### src/rtl/itrd_pkg.sv
// Shared types and constants for the image-disk track record decoder.
// No dependencies.
`default_nettype none
package itrd_pkg;
    localparam logic [1:0] KIND_WRITE = 2'd0;
    localparam logic [1:0] KIND_TRACK_END = 2'd1;
    localparam logic [1:0] KIND_WARN = 2'd2;
    localparam logic [1:0] KIND_ERROR = 2'd3;

    localparam logic [2:0] ST_OK = 3'd0;
    localparam logic [2:0] ST_GEOMETRY = 3'd1;
    localparam logic [2:0] ST_TYPE = 3'd2;
    localparam logic [2:0] ST_RANGE = 3'd3;
    localparam logic [2:0] ST_NO_TERM = 3'd4;
    localparam logic [2:0] ST_TRUNC = 3'd5;

    localparam logic [7:0] HDR_TERM = 8'h1a;
    localparam logic [7:0] FLAG_CMAP = 8'h80;
    localparam logic [7:0] FLAG_HMAP = 8'h40;
    localparam logic [7:0] SIZE_MASK = 8'h03;
    localparam logic [10:0] BASE_SECTOR = 11'd128;

    // One result item; status fields come from the front at issue time.
    typedef struct packed {
        logic [1:0]  kind;
        logic [31:0] addr;
        logic [7:0]  fill;
        logic [10:0] run;
        logic [2:0]  status;
        logic [7:0]  track;
        logic [8:0]  tracks;
        logic [1:0]  sides;
        logic [5:0]  spt;
        logic [10:0] sbytes;
        logic        dens;
        logic [8:0]  skew;
    } res_t;

    // Work handed from the parser to the address stage.
    typedef struct packed {
        logic        is_write;   // compute an address from sector and offset
        logic [7:0]  sec;
        logic [10:0] offset;
        res_t        res;
    } job_t;

    function automatic logic [10:0] size_bytes(input logic [1:0] code);
        size_bytes = BASE_SECTOR << code;
    endfunction
endpackage
`default_nettype wire

### src/rtl/itrd_front.sv
// Byte parser: header skip, track record fields, geometry learning, sector map.
// Depends on itrd_pkg. Issues one job per byte that yields a result.
`default_nettype none
module itrd_front #(
    parameter int MAX_SECTORS = 32,
    parameter int ADDR_BITS = 23
) (
    input  wire logic               aclk,
    input  wire logic               aresetn,
    input  wire logic               in_valid,
    output logic                    in_ready,
    input  wire logic [7:0]         in_byte,
    input  wire logic               file_start,
    input  wire logic               final_byte,
    output logic                    job_valid,
    input  wire logic               job_ready,
    output itrd_pkg::job_t          job,
    output logic [ADDR_BITS-1:0]    base
);
    localparam int SW = $clog2(MAX_SECTORS + 1);
    localparam int IW = $clog2(MAX_SECTORS);

    typedef enum logic [3:0] {
        PH_HDR, PH_MODE, PH_CYL, PH_HEAD, PH_SPT, PH_SIZE, PH_SMAP,
        PH_CMAP, PH_HMAP, PH_TYPE, PH_DATA, PH_FILL
    } phase_t;

    phase_t          phase_reg, ph;
    logic [10:0]     bc_reg, bc;
    logic [SW-1:0]   si_reg, si;
    logic [7:0]      smap_reg [MAX_SECTORS];
    logic            known_reg, known;
    logic [SW-1:0]   spt_reg, spt;
    logic [1:0]      code_reg, code;
    logic            dens_reg, dens;
    logic [8:0]      skew_reg, skew;
    logic [8:0]      tc_reg, tc;
    logic [1:0]      sc_reg, sc;
    logic [ADDR_BITS-1:0] base_reg, base_n;
    logic [7:0]      cyl_reg, cyl;
    logic            fcm_reg, fcm, fhm_reg, fhm, flearn_reg, flearn, fdens_reg, fdens;
    logic            err_reg, err_n;
    logic            wr_map;
    logic [2:0]      err;
    logic            emit;
    itrd_pkg::job_t  j;
    logic [10:0]     ssz;
    logic [7:0]      sec;
    logic            fin, endtr;
    logic [SW-1:0]   si1;
    logic [31:0]     adv;

    assign in_ready = job_ready;
    assign base = base_reg;
    assign ssz = itrd_pkg::size_bytes(code_reg);
    assign sec = (si_reg < SW'(MAX_SECTORS)) ? smap_reg[si_reg[IW-1:0]] : 8'd0;
    assign si1 = si_reg + SW'(1);
    assign adv = 32'(spt_reg) * 32'(ssz);

    // Next-state parse logic, following the file format phase by phase
    always_comb begin
        logic fs;
        logic [8:0] tc0;
        fs = file_start;
        tc0 = fs ? 9'd0 : tc_reg;
        ph = fs ? PH_HDR : phase_reg;
        bc = fs ? 11'd0 : bc_reg;
        si = fs ? '0 : si_reg;
        known = fs ? 1'b0 : known_reg;
        spt = fs ? '0 : spt_reg;
        code = fs ? 2'd0 : code_reg;
        dens = fs ? 1'b0 : dens_reg;
        skew = fs ? 9'd0 : skew_reg;
        tc = tc0;
        sc = fs ? 2'd0 : sc_reg;
        base_n = fs ? '0 : base_reg;
        cyl = fs ? 8'd0 : cyl_reg;
        fcm = fs ? 1'b0 : fcm_reg;
        fhm = fs ? 1'b0 : fhm_reg;
        flearn = fs ? 1'b0 : flearn_reg;
        fdens = fs ? 1'b0 : fdens_reg;
        err_n = fs ? 1'b0 : err_reg;
        err = itrd_pkg::ST_OK;
        emit = 1'b0;
        wr_map = 1'b0;
        fin = 1'b0;
        endtr = 1'b0;
        j = '0;
        j.res.kind = itrd_pkg::KIND_WRITE;
        if (!err_n) begin
            // sector completion shared by type 0, data end and fill
            unique case (ph)
                PH_HDR: if (in_byte == itrd_pkg::HDR_TERM) ph = PH_MODE;
                PH_MODE: begin
                    fdens = (in_byte >= 8'd3);
                    fcm = 1'b0; fhm = 1'b0; flearn = 1'b0;
                    cyl = 8'd0;
                    ph = PH_CYL;
                end
                PH_CYL: begin
                    cyl = in_byte;
                    if (tc != 9'd0 && {1'b0, in_byte} != tc) begin
                        emit = 1'b1;
                        j.res.kind = itrd_pkg::KIND_WARN;
                    end
                    if ({1'b0, in_byte} >= tc) tc = {1'b0, in_byte} + 9'd1;
                    ph = PH_HEAD;
                end
                PH_HEAD: begin
                    if ((in_byte & itrd_pkg::FLAG_CMAP) != 8'd0) fcm = 1'b1;
                    if ((in_byte & itrd_pkg::FLAG_HMAP) != 8'd0) fhm = 1'b1;
                    if ({1'b0, in_byte[0]} >= sc) sc = {1'b0, in_byte[0]} + 2'd1;
                    ph = PH_SPT;
                end
                PH_SPT: begin
                    if (in_byte == 8'd0 || 32'(in_byte) > 32'(MAX_SECTORS))
                        err = itrd_pkg::ST_RANGE;
                    else begin
                        bc = {3'd0, in_byte};
                        ph = PH_SIZE;
                    end
                end
                PH_SIZE: begin
                    if (known) begin
                        if (bc != 11'(spt) || (in_byte[1:0]) != code || fdens != dens)
                            err = itrd_pkg::ST_GEOMETRY;
                        else flearn = 1'b0;
                    end else begin
                        spt = SW'(bc);
                        code = in_byte[1:0];
                        dens = fdens;
                        skew = 9'd0;
                        known = 1'b1;
                        flearn = 1'b1;
                    end
                    if (err == itrd_pkg::ST_OK) begin
                        bc = 11'd0;
                        si = '0;
                        ph = PH_SMAP;
                    end
                end
                PH_SMAP: begin
                    if (flearn && 32'(bc) < 32'(MAX_SECTORS)) begin
                        wr_map = 1'b1;
                        if (bc == 11'd1) skew = {1'b0, in_byte} - {1'b0, smap_reg[0]};
                    end
                    bc = bc + 11'd1;
                    if (bc >= 11'(spt)) begin
                        bc = 11'd0;
                        ph = fcm ? PH_CMAP : (fhm ? PH_HMAP : PH_TYPE);
                    end
                end
                PH_CMAP: begin
                    bc = bc + 11'd1;
                    if (bc >= 11'(spt)) begin
                        bc = 11'd0;
                        ph = fhm ? PH_HMAP : PH_TYPE;
                    end
                end
                PH_HMAP: begin
                    bc = bc + 11'd1;
                    if (bc >= 11'(spt)) begin
                        bc = 11'd0;
                        ph = PH_TYPE;
                    end
                end
                PH_TYPE: begin
                    if (in_byte == 8'd0) begin
                        fin = 1'b1;
                    end else if (in_byte == 8'd1 || in_byte == 8'd2) begin
                        if (sec == 8'd0 || 32'(sec) > 32'(spt))
                            err = itrd_pkg::ST_RANGE;
                        else begin
                            bc = 11'd0;
                            ph = (in_byte == 8'd1) ? PH_DATA : PH_FILL;
                        end
                    end else err = itrd_pkg::ST_TYPE;
                end
                PH_DATA: begin
                    emit = 1'b1;
                    j.is_write = 1'b1;
                    j.sec = sec;
                    j.offset = bc;
                    j.res.fill = in_byte;
                    j.res.run = 11'd1;
                    bc = bc + 11'd1;
                    if (bc >= ssz) fin = 1'b1;
                end
                PH_FILL: begin
                    emit = 1'b1;
                    j.is_write = 1'b1;
                    j.sec = sec;
                    j.res.fill = in_byte;
                    j.res.run = ssz;
                    fin = 1'b1;
                end
                default: ph = PH_HDR;
            endcase
            if (fin) begin
                si = si1;
                bc = 11'd0;
                if (si1 >= spt) begin
                    endtr = 1'b1;
                    base_n = base_reg + ADDR_BITS'(adv);
                    ph = PH_MODE;
                end else ph = PH_TYPE;
                if (endtr) begin
                    emit = 1'b1;
                    j.res.kind = itrd_pkg::KIND_TRACK_END;
                end
            end
            if (err == itrd_pkg::ST_OK && final_byte) begin
                if (ph == PH_HDR) err = itrd_pkg::ST_NO_TERM;
                else if (ph != PH_MODE) err = itrd_pkg::ST_TRUNC;
            end
            if (err != itrd_pkg::ST_OK) begin
                err_n = 1'b1;
                emit = 1'b1;
                j = '0;
                j.res.kind = itrd_pkg::KIND_ERROR;
                j.res.status = err;
            end
        end
        // status snapshot after this byte's updates; base rides in addr
        j.res.addr = 32'(base_reg);
        j.res.track = cyl;
        // a warning reports the track count from before its cylinder byte
        j.res.tracks = (j.res.kind == itrd_pkg::KIND_WARN) ? tc0 : tc;
        j.res.sides = sc;
        j.res.spt = 6'(spt);
        j.res.sbytes = known ? itrd_pkg::size_bytes(code) : 11'd0;
        j.res.dens = dens;
        j.res.skew = skew;
    end

    // Parse state registers
    always_ff @(posedge aclk) begin
        if (!aresetn) begin
            phase_reg <= PH_HDR;
            bc_reg <= '0; si_reg <= '0; known_reg <= 1'b0; spt_reg <= '0;
            code_reg <= '0; dens_reg <= 1'b0; skew_reg <= '0; tc_reg <= '0;
            sc_reg <= '0; base_reg <= '0; cyl_reg <= '0; fcm_reg <= 1'b0;
            fhm_reg <= 1'b0; flearn_reg <= 1'b0; fdens_reg <= 1'b0;
            err_reg <= 1'b0; job_valid <= 1'b0;
        end else if (in_valid && in_ready) begin
            phase_reg <= ph;
            bc_reg <= bc; si_reg <= si; known_reg <= known; spt_reg <= spt;
            code_reg <= code; dens_reg <= dens; skew_reg <= skew; tc_reg <= tc;
            sc_reg <= sc; base_reg <= base_n; cyl_reg <= cyl; fcm_reg <= fcm;
            fhm_reg <= fhm; flearn_reg <= flearn; fdens_reg <= fdens;
            err_reg <= err_n; job_valid <= emit;
        end else if (job_ready) begin
            job_valid <= 1'b0;
        end
    end

    // Job payload and sector map
    always_ff @(posedge aclk) begin
        if (in_valid && in_ready) begin
            job <= j;
            if (wr_map) smap_reg[bc_reg[IW-1:0]] <= in_byte;
        end
    end
endmodule
`default_nettype wire

### src/rtl/itrd_back.sv
// Address stage: multiplies sector by size and adds the track base.
// Depends on itrd_pkg. Holds a two-entry queue ahead of the output register.
`default_nettype none
module itrd_back #(
    parameter int ADDR_BITS = 23
) (
    input  wire logic            aclk,
    input  wire logic            aresetn,
    input  wire logic            job_valid,
    output logic                 job_ready,
    input  wire itrd_pkg::job_t  job,
    output logic                 out_valid,
    input  wire logic            out_ready,
    output itrd_pkg::res_t       res
);
    itrd_pkg::job_t q_reg [2];
    logic [1:0] cnt_reg;
    logic       rd_reg, wr_reg;
    logic       push, pop;
    itrd_pkg::job_t h;
    itrd_pkg::res_t res_next;
    logic [31:0] a;

    assign h = q_reg[rd_reg];
    assign pop = (cnt_reg != 2'd0) && (!out_valid || out_ready);
    assign job_ready = (cnt_reg != 2'd2) || pop;
    assign push = job_valid && job_ready;
    // address: base (carried in addr) + (sector-1)*size + offset
    assign a = h.res.addr + 32'(h.sec - 8'd1) * 32'(h.res.sbytes) + 32'(h.offset);

    // Result payload with the computed address; non-writes carry zero
    always_comb begin
        res_next = h.res;
        res_next.addr = h.is_write ? 32'(a[ADDR_BITS-1:0]) : 32'd0;
    end

    // Queue control and output register
    always_ff @(posedge aclk) begin
        if (!aresetn) begin
            cnt_reg <= '0; rd_reg <= 1'b0; wr_reg <= 1'b0; out_valid <= 1'b0;
        end else begin
            cnt_reg <= cnt_reg + {1'b0, push} - {1'b0, pop};
            if (push) wr_reg <= ~wr_reg;
            if (pop) rd_reg <= ~rd_reg;
            if (pop) out_valid <= 1'b1;
            else if (out_ready) out_valid <= 1'b0;
        end
    end

    // Queue storage and result payload
    always_ff @(posedge aclk) begin
        if (push) q_reg[wr_reg] <= job;
        if (pop) res <= res_next;
    end
endmodule
`default_nettype wire

### src/rtl/imd_track_record_decoder.sv
// Top level of the image-disk track record decoder.
// Depends on itrd_pkg, itrd_front and itrd_back.
// Takes one file byte per clock while results can move on and gives at most one
// result item per byte, in order. The parser handles a byte each cycle unless held;
// results pass its job register, a two-entry queue and an address stage (one
// multiply-add); the sector map is learned from the first track; no clearing pass.
`default_nettype none
module imd_track_record_decoder #(
    parameter int MAX_SECTORS = 32,
    parameter int ADDR_BITS = 23
) (
    input  wire logic        aclk,
    input  wire logic        aresetn,
    input  wire logic        s_tvalid,
    output logic             s_tready,
    input  wire logic [7:0]  s_tdata,   // in_byte
    input  wire logic        s_tlast,   // final_byte
    input  wire logic        s_tuser,   // file_start
    output logic             m_tvalid,
    input  wire logic        m_tready,
    // tdata from bit 0: image_address(ADDR_BITS), fill_value(8), run_length(11),
    // status_code(3), track_number(8), tracks_seen(9), sides_seen(2),
    // sectors_per_track(6), sector_bytes(11), double_density(1), sector_skew(9)
    output logic [((ADDR_BITS + 68 + 7) / 8) * 8 - 1:0] m_tdata,
    output logic [1:0]       m_tuser    // out_kind
);
    localparam int DW = ((ADDR_BITS + 68 + 7) / 8) * 8;
    logic jv, jr;
    itrd_pkg::job_t jb;
    itrd_pkg::res_t r;
    logic [ADDR_BITS-1:0] base;

    itrd_front #(.MAX_SECTORS(MAX_SECTORS), .ADDR_BITS(ADDR_BITS)) u_front (
        .aclk, .aresetn, .in_valid(s_tvalid), .in_ready(s_tready),
        .in_byte(s_tdata), .file_start(s_tuser), .final_byte(s_tlast),
        .job_valid(jv), .job_ready(jr), .job(jb), .base(base)
    );

    itrd_back #(.ADDR_BITS(ADDR_BITS)) u_back (
        .aclk, .aresetn, .job_valid(jv), .job_ready(jr), .job(jb),
        .out_valid(m_tvalid), .out_ready(m_tready), .res(r)
    );

    assign m_tuser = r.kind;
    assign m_tdata = DW'({r.skew, r.dens, r.sbytes, r.spt, r.sides, r.tracks,
                          r.track, r.status, r.run, r.fill, r.addr[ADDR_BITS-1:0]});

    // Error items carry no write.
    a_err_norun: assert property (@(posedge aclk) disable iff (!aresetn)
        m_tvalid && m_tuser == itrd_pkg::KIND_ERROR |-> r.run == 11'd0)
        else $error("error item with nonzero run");
    // A held result stays put.
    a_hold: assert property (@(posedge aclk) disable iff (!aresetn)
        m_tvalid && !m_tready |=> m_tvalid && $stable(m_tdata))
        else $error("stalled result changed");
    // The track base only moves on an accepted byte.
    a_base: assert property (@(posedge aclk) disable iff (!aresetn)
        !(s_tvalid && s_tready) |=> $stable(base))
        else $error("track base changed without input");
endmodule
`default_nettype wire

### config.mk
export PLATFORM = sky130hd
export DESIGN_NAME = imd_track_record_decoder
export DESIGN_NICKNAME = d
export VERILOG_FILES = /design/src/rtl/itrd_pkg.sv /design/src/rtl/itrd_front.sv /design/src/rtl/itrd_back.sv /design/src/rtl/imd_track_record_decoder.sv
export SDC_FILE = /design/constraint.sdc
export NUM_CORES = 1
export LEC_CHECK = 0
export ABC_CLOCK_PERIOD_IN_PS = 7100
export BUFFER_PORTS_ARGS = -buffer_cell sky130_fd_sc_hd__buf_4
export CORE_MARGIN = 4
export CORE_UTILIZATION = 60
export DETAILED_ROUTE_END_ITERATION = 6
export GPL_ROUTABILITY_DRIVEN = 0
export PLACE_DENSITY = 0.84
export SLEW_MARGIN = 10
export SYNTH_ARGS = -nofsm -noshare
export SYNTH_HDL_FRONTEND = slang
export SYNTH_SLANG_ARGS = --single-unit
### constraint.sdc
create_clock -name aclk -period 7.1 [get_ports aclk]
set_input_delay 0.355 -clock aclk [delete_from_list [all_inputs] [get_ports aclk]]
set_output_delay 0.355 -clock aclk [all_outputs]
set_load 0.02 [all_outputs]
* Yosys cells after proc, flatten, opt, wreduce, memory -nomap -nowiden
Memory sizes are Yosys's and may differ from the RTL's. A register that Yosys moved wholly into a read port is not among the register bits.
Cells that the tools add are included.
** Operators by class
- $add $sub $neg :: 11
- Multiply operators :: 2
- Magnitude comparators :: 10
- Equality and inequality tests :: 22
- Shifts and indexed selects :: 2
- Multiplexer cells :: 142
- Bitwise logic cells :: 5
- Reductions and logical operators :: 31
** Operators by type and width (number)
- $mux W102 :: 2
- $mux W11 :: 9
- $mux W9 :: 11
- $mux W23 :: 4
- $mux W4 :: 15
- $mux W6 :: 10
- $pmux W11 S5 :: 1
- $mux W1 :: 51
- $pmux W4 S11 :: 1
- $pmux W19 S2 :: 1
- $mul A32 B11 Y23 :: 1
- $mux W2 :: 15
- $mux W3 :: 9
- $mux W8 :: 3
- $add A23 B11 Y23 :: 1
- $add A23 B17 Y23 :: 1
- $add A23 B23 Y23 :: 1
- $shl A8 B2 Y11 const A :: 2
- $pmux W9 S2 :: 1
- $mul A6 B11 Y17 :: 1
- $eq A4 B3 Y1 const B :: 4
- $eq A4 B4 Y1 const B :: 4
- $logic_not A8 Y1 :: 2
- $pmux W8 S2 :: 1
- 46 further kinds :: 74
** Word-level totals
- Register bits :: 299
- RAM bits :: 482
- Word-level logic and storage cells :: 276
- Memories :: 2
** Memories
- u_front.smap_reg :: depth 32, bits a word 8, read ports 2, clocked after Yosys merged registers in 1, write ports 1, line itrd_front.sv:31 : logic [7:0] smap_reg [MAX_SECTORS];
- u_back.q_reg :: depth 2, bits a word 113, read ports 1, clocked after Yosys merged registers in 1, write ports 1, line itrd_back.sv:16 : itrd_pkg::job_t q_reg [2];

* Depth between registers and ports, before layout
- Depth in word-level cells :: 23
- Gate-level depth with buffers :: 24

* Hierarchy
From an unflattened synthesis, not the netlist that was laid out.
** Unflattened totals
- Cell total of the unflattened synthesis :: 2768
- Area, all modules :: 37636.1 sq um
** Modules (own cells, without submodules)
- itrd_front :: times used 1, cells each 1678, area each 21469.3 sq um, sequential area each 12552.0 sq um
- itrd_back :: times used 1, cells each 1084, area each 16125.5 sq um, sequential area each 9699.3 sq um
- imd_track_record_decoder :: times used 1, cells each 6, area each 41.3 sq um, sequential area each 0.0 sq um

* Worst setup path after synthesis
OpenSTA, ideal clock, no wires.
- Path kind :: register to register
- Start :: register with a tool-made name
- End :: register u_back.res[90] (netlist name), data pin
- Arrival time :: 6.058 ns
- Required time :: 6.834 ns
- Setup slack :: 0.776 ns
- Stages on the path, launching flop included :: 21
- Path buffers :: 3
- Cells stage by stage :: dfxtp_1 clkbuf_1 buf_1 clkbuf_1 mux2i_1 xor2_1 and2_1 fa_1 fa_1 ha_1 fa_1 fa_1 ha_1 and2_1 a31oi_1 a31oi_1 o41ai_1 o2111ai_1 a21oi_1 xnor2_1 nor2_1
** RTL lines
- to (signal assigned) :: line itrd_back.sv:53 : if (pop) res <= res_next;
- to (decl) :: line itrd_back.sv:14 : output itrd_pkg::res_t res

==> out/qor.csv <==
stage,metric,value,unit
cells_and_area,final_nets,2758,
min_path,hold_class,input port to flip-flop,
route,wl,73600,microns
place,port_buffers,95,
sta,relSlewSlack,17.3,%
pwr,vdd_drop_max,0.430,mV
cells_and_area,nFillCells,3638,
synthesis,synth_area_leader_cell,edfxtp_1,
sta,hold_viol_final,0,
floorplanning,initial_core_util,61.1,%
clock_tree,cts_root_buf,clkbuf_16,
synthesis,ys_warn_count,0,
global_route,grt_pass1_wl,114000,microns
clock_tree,insertion_delay,0.63,ns
synthesis,ys_types,86,
cells_and_area,largest_register_ffs,256,
clock_tree,clockBufferDepth,3,
setup_path,end_kind,flip-flop,
floorplanning,core,55500,sq um
synthesis,syn_inst,2434,
job,maxCapViolations,0,
floorplanning,io_pins,114,
place,placed_area,35300,sq um
sta,skew,0.0219,ns
sta,rsz0062_at_grt,false,
route,dr.pass1.iters,7,
cells_and_area,fin_area,37700,sq um
clock_tree,cts.sinks,735,
setup_path,startpoint_type,flip-flop,
cells_and_area,drive_above_1_share,16.4,%
cells_and_area,final_cells,3346,
synthesis,post_synth.cell_area_avg,13.9,sq um
setup_path,worstPathRequired,7.45,ns
min_path,hold-path-endpoint,u_front.bc_reg[4],
sta,finalCritPeriodShare,92.7,%
status,failed_checks,design-rule violations,
floorplanning,dieArea,60400,sq um
sta,finalSetupViolCount,0,
cells_and_area,layout_commonest_cell,edfxtp_1,
route,drt_iter0_markers,2471,
min_path,whs_path_depth,3,
cells_and_area,layout_common_cells,"edfxtp_1, nor2_1, inv_1, nand2_1, ha_1",
setup_path,reg2reg_depth,24,
setup_path,crit_buf_inv,4,
setup_path,crit_type,flip-flop to flip-flop,
setup_path,cp_max_fo,23,
clock_tree,path_clk_slew,0.06,ns
route,ant_nets,0,
global_route,antenna_found_initial,1,
sta,drv_slew,0,
cells_and_area,areaGrowthSynthToFinish,11.2,%
clock_tree,cts-htree-levels,3,
synthesis,ys_top_cells_by_area,"edfxtp_1, dfxtp_1, ha_1, mux4_2, fa_1",
sta,fin_crit,6.58,ns
synthesis,yosysSeqAreaShare,62.1,%
synthesis,async_flop_share,0,%
sta,worst_slew_pin_slew,1.23,ns
global_route,grt_max_degree,83,
synthesis,synth_seq_cells,735,
clock_tree,cts_setup_buffers,0,
pwr,powerDensity,334,nW/um^2
synthesis,ys.flop_type,edfxtp_1,
route,dr_total_vias,20620,
setup_path,cpLargestDelayFamily,adder cells,
route,drcViolationCount,76,
min_path,hold_path_startpoint,aresetn,
clock_tree,cts_resized,0,
global_route,grt.overflow.total,0,
route,via_per_inst,6.16,
sta,timing.fmax,0.152,GHz
setup_path,crit_arrival,6.93,ns
synthesis,yosys.area.top_type_share,56.3,%
sta,final.setup.tns,0,ns
place,dp_hpwl,47600,microns
synthesis,synth_edf_count,636,
global_route,grt.total_usage,24.4,%
floorplanning,chipWidth,246,microns
route,routedWlPerCell,22.0,microns
status,status,finished with violations,
synthesis,synth_area,33900,sq um
clock_tree,cts_tree,built,
setup_path,r2r_setup_slack,0.52,ns
setup_path,rr_endpoint,u_back.res[90],
floorplanning,rows,86,
setup_path,critical_path.cell_chain,"mux2_2, inv_1, ha_1, o21ai_0, or2_2, xor2_1, nand2_1, fa_1, inv_1, fa_1, ha_1, inv_1, fa_1, inv_1, ha_1, ha_1, o21a_1, o21ai_0, a31oi_1, o41ai_1, o2111ai_1, a21oi_1, xnor2_1, nor2_1",
floorplanning,fp.dieH,246,microns
cells_and_area,utilization,68.0,%
pwr,cellLeakagePower,13.8,nW
global_route,grt_pass1_vias,20838,
setup_path,slowest_stage,o41ai_1,
clock_tree,ctsHoldBuffers,0,
setup_path,critPathMaxStageDelay,0.59,ns
clock_tree,numCtsBuffers,73,
place,dp.cells,3211,
## cells in the mapped netlist (all sizes together), types with 4 or more instances
library cell  instances
fa                   53
o211ai                4
o22ai                 7
or2                   7
nand2b               14
nand4b                5
a21oi                94
nand2               164
dfxtp                99
mux2                 88
o21a                 10
nor2                214
nand3                49
a22o                 10
nor3                 59
or4                   6
clkbuf               69
o21ai                65
mux4                 74
a2bb2oi               4
and3                 23
nor2b                30
o21bai               10
o31ai                 5
nand4                 6
a211oi               10
xor2                 33
a22oi                21
a31oi                 9
and2                 32
a21o                 10
nand3b                5
inv                 168
o221a                 4
edfxtp              636
buf                  46
or3                   7
xnor2                34
mux2i                41
nor4                  7
ha                  153
## metrics by stage
stage / hold slack (ns) / setup WS (ns) / total power [mW]
after floorplan: 0.400 / 0.776 / 7.88
after global placement: 0.407 / 0.730 / 8.71
after global routing: 0.0983 / 0.217 / 13.3
after detailed placement: 0.414 / 0.606 / 8.83
final: 0.121 / 0.519 / 12.6
after CTS: 0.0796 / 0.525 / 12.7
## routing by layer
| layer | global-route usage (%) | up-vias | wire length, microns |
|---|---|---|---|
| met1 | 31.7 | 10055 | 27700 |
| met4 | 9.66 | 0 | 3220 |
| met3 | 5.52 | 291 | 6890 |
| met2 | 40.3 | 1143 | 35800 |
| met5 | 0 | - | 0 |
| li1 | - | 9131 | - |
## cell type report
cell class,instances,area (sq um),area share (%)
Antenna cell,3,7.51,0.0199
Clock buffer,95,2010,5.33
Clock inverter,37,369,0.978
Inverter,171,649,1.72
Multi-Input combinational cell,1430,11700,31.0
Sequential cell,735,21100,55.9
Tap cell,748,936,2.48
Timing Repair Buffer,127,966,2.56
## worst min-delay path: stages
cell and delay, ns:
buf_4 0.20, nand2_1 0.09, a21oi_1 0.04
## logic make-up after synthesis
family | synth area share, %
muxes | 9.13
xor gates and xnor gates | 1.73
DFF | 62.1
other | 0.0111
adders and majority gates | 8.77
and+or+nand+nor | 8.91
AOI/OAI and AO/OA | 5.67
buffers and inverters | 3.64
## how the worst max path moves through the flow
stage / endpoint / start / cells past startpoint / slack, ns
after floorplan: u_back.res[90] / flip-flop / 20 / 0.78
after global placement: u_back.res[90] / flip-flop / 24 / 0.73
after detailed placement: u_back.res[90] / flip-flop / 24 / 0.61
after CTS: u_back.res[90] / flip-flop / 24 / 0.52
after global routing: u_back.res[90] / flip-flop / 24 / 0.22
final: u_back.res[90] / flip-flop / 24 / 0.52
## where the power goes
group	switching, mW	leakage [nW]	total [mW]	internal [mW]
registers	0.131	6.73	5.31	5.18
logic	2.04	5.96	3.47	1.44
clock network	1.62	1.15	3.82	2.20
total	3.79	13.8	12.6	8.81
Power figures use the tool's default switching activity.
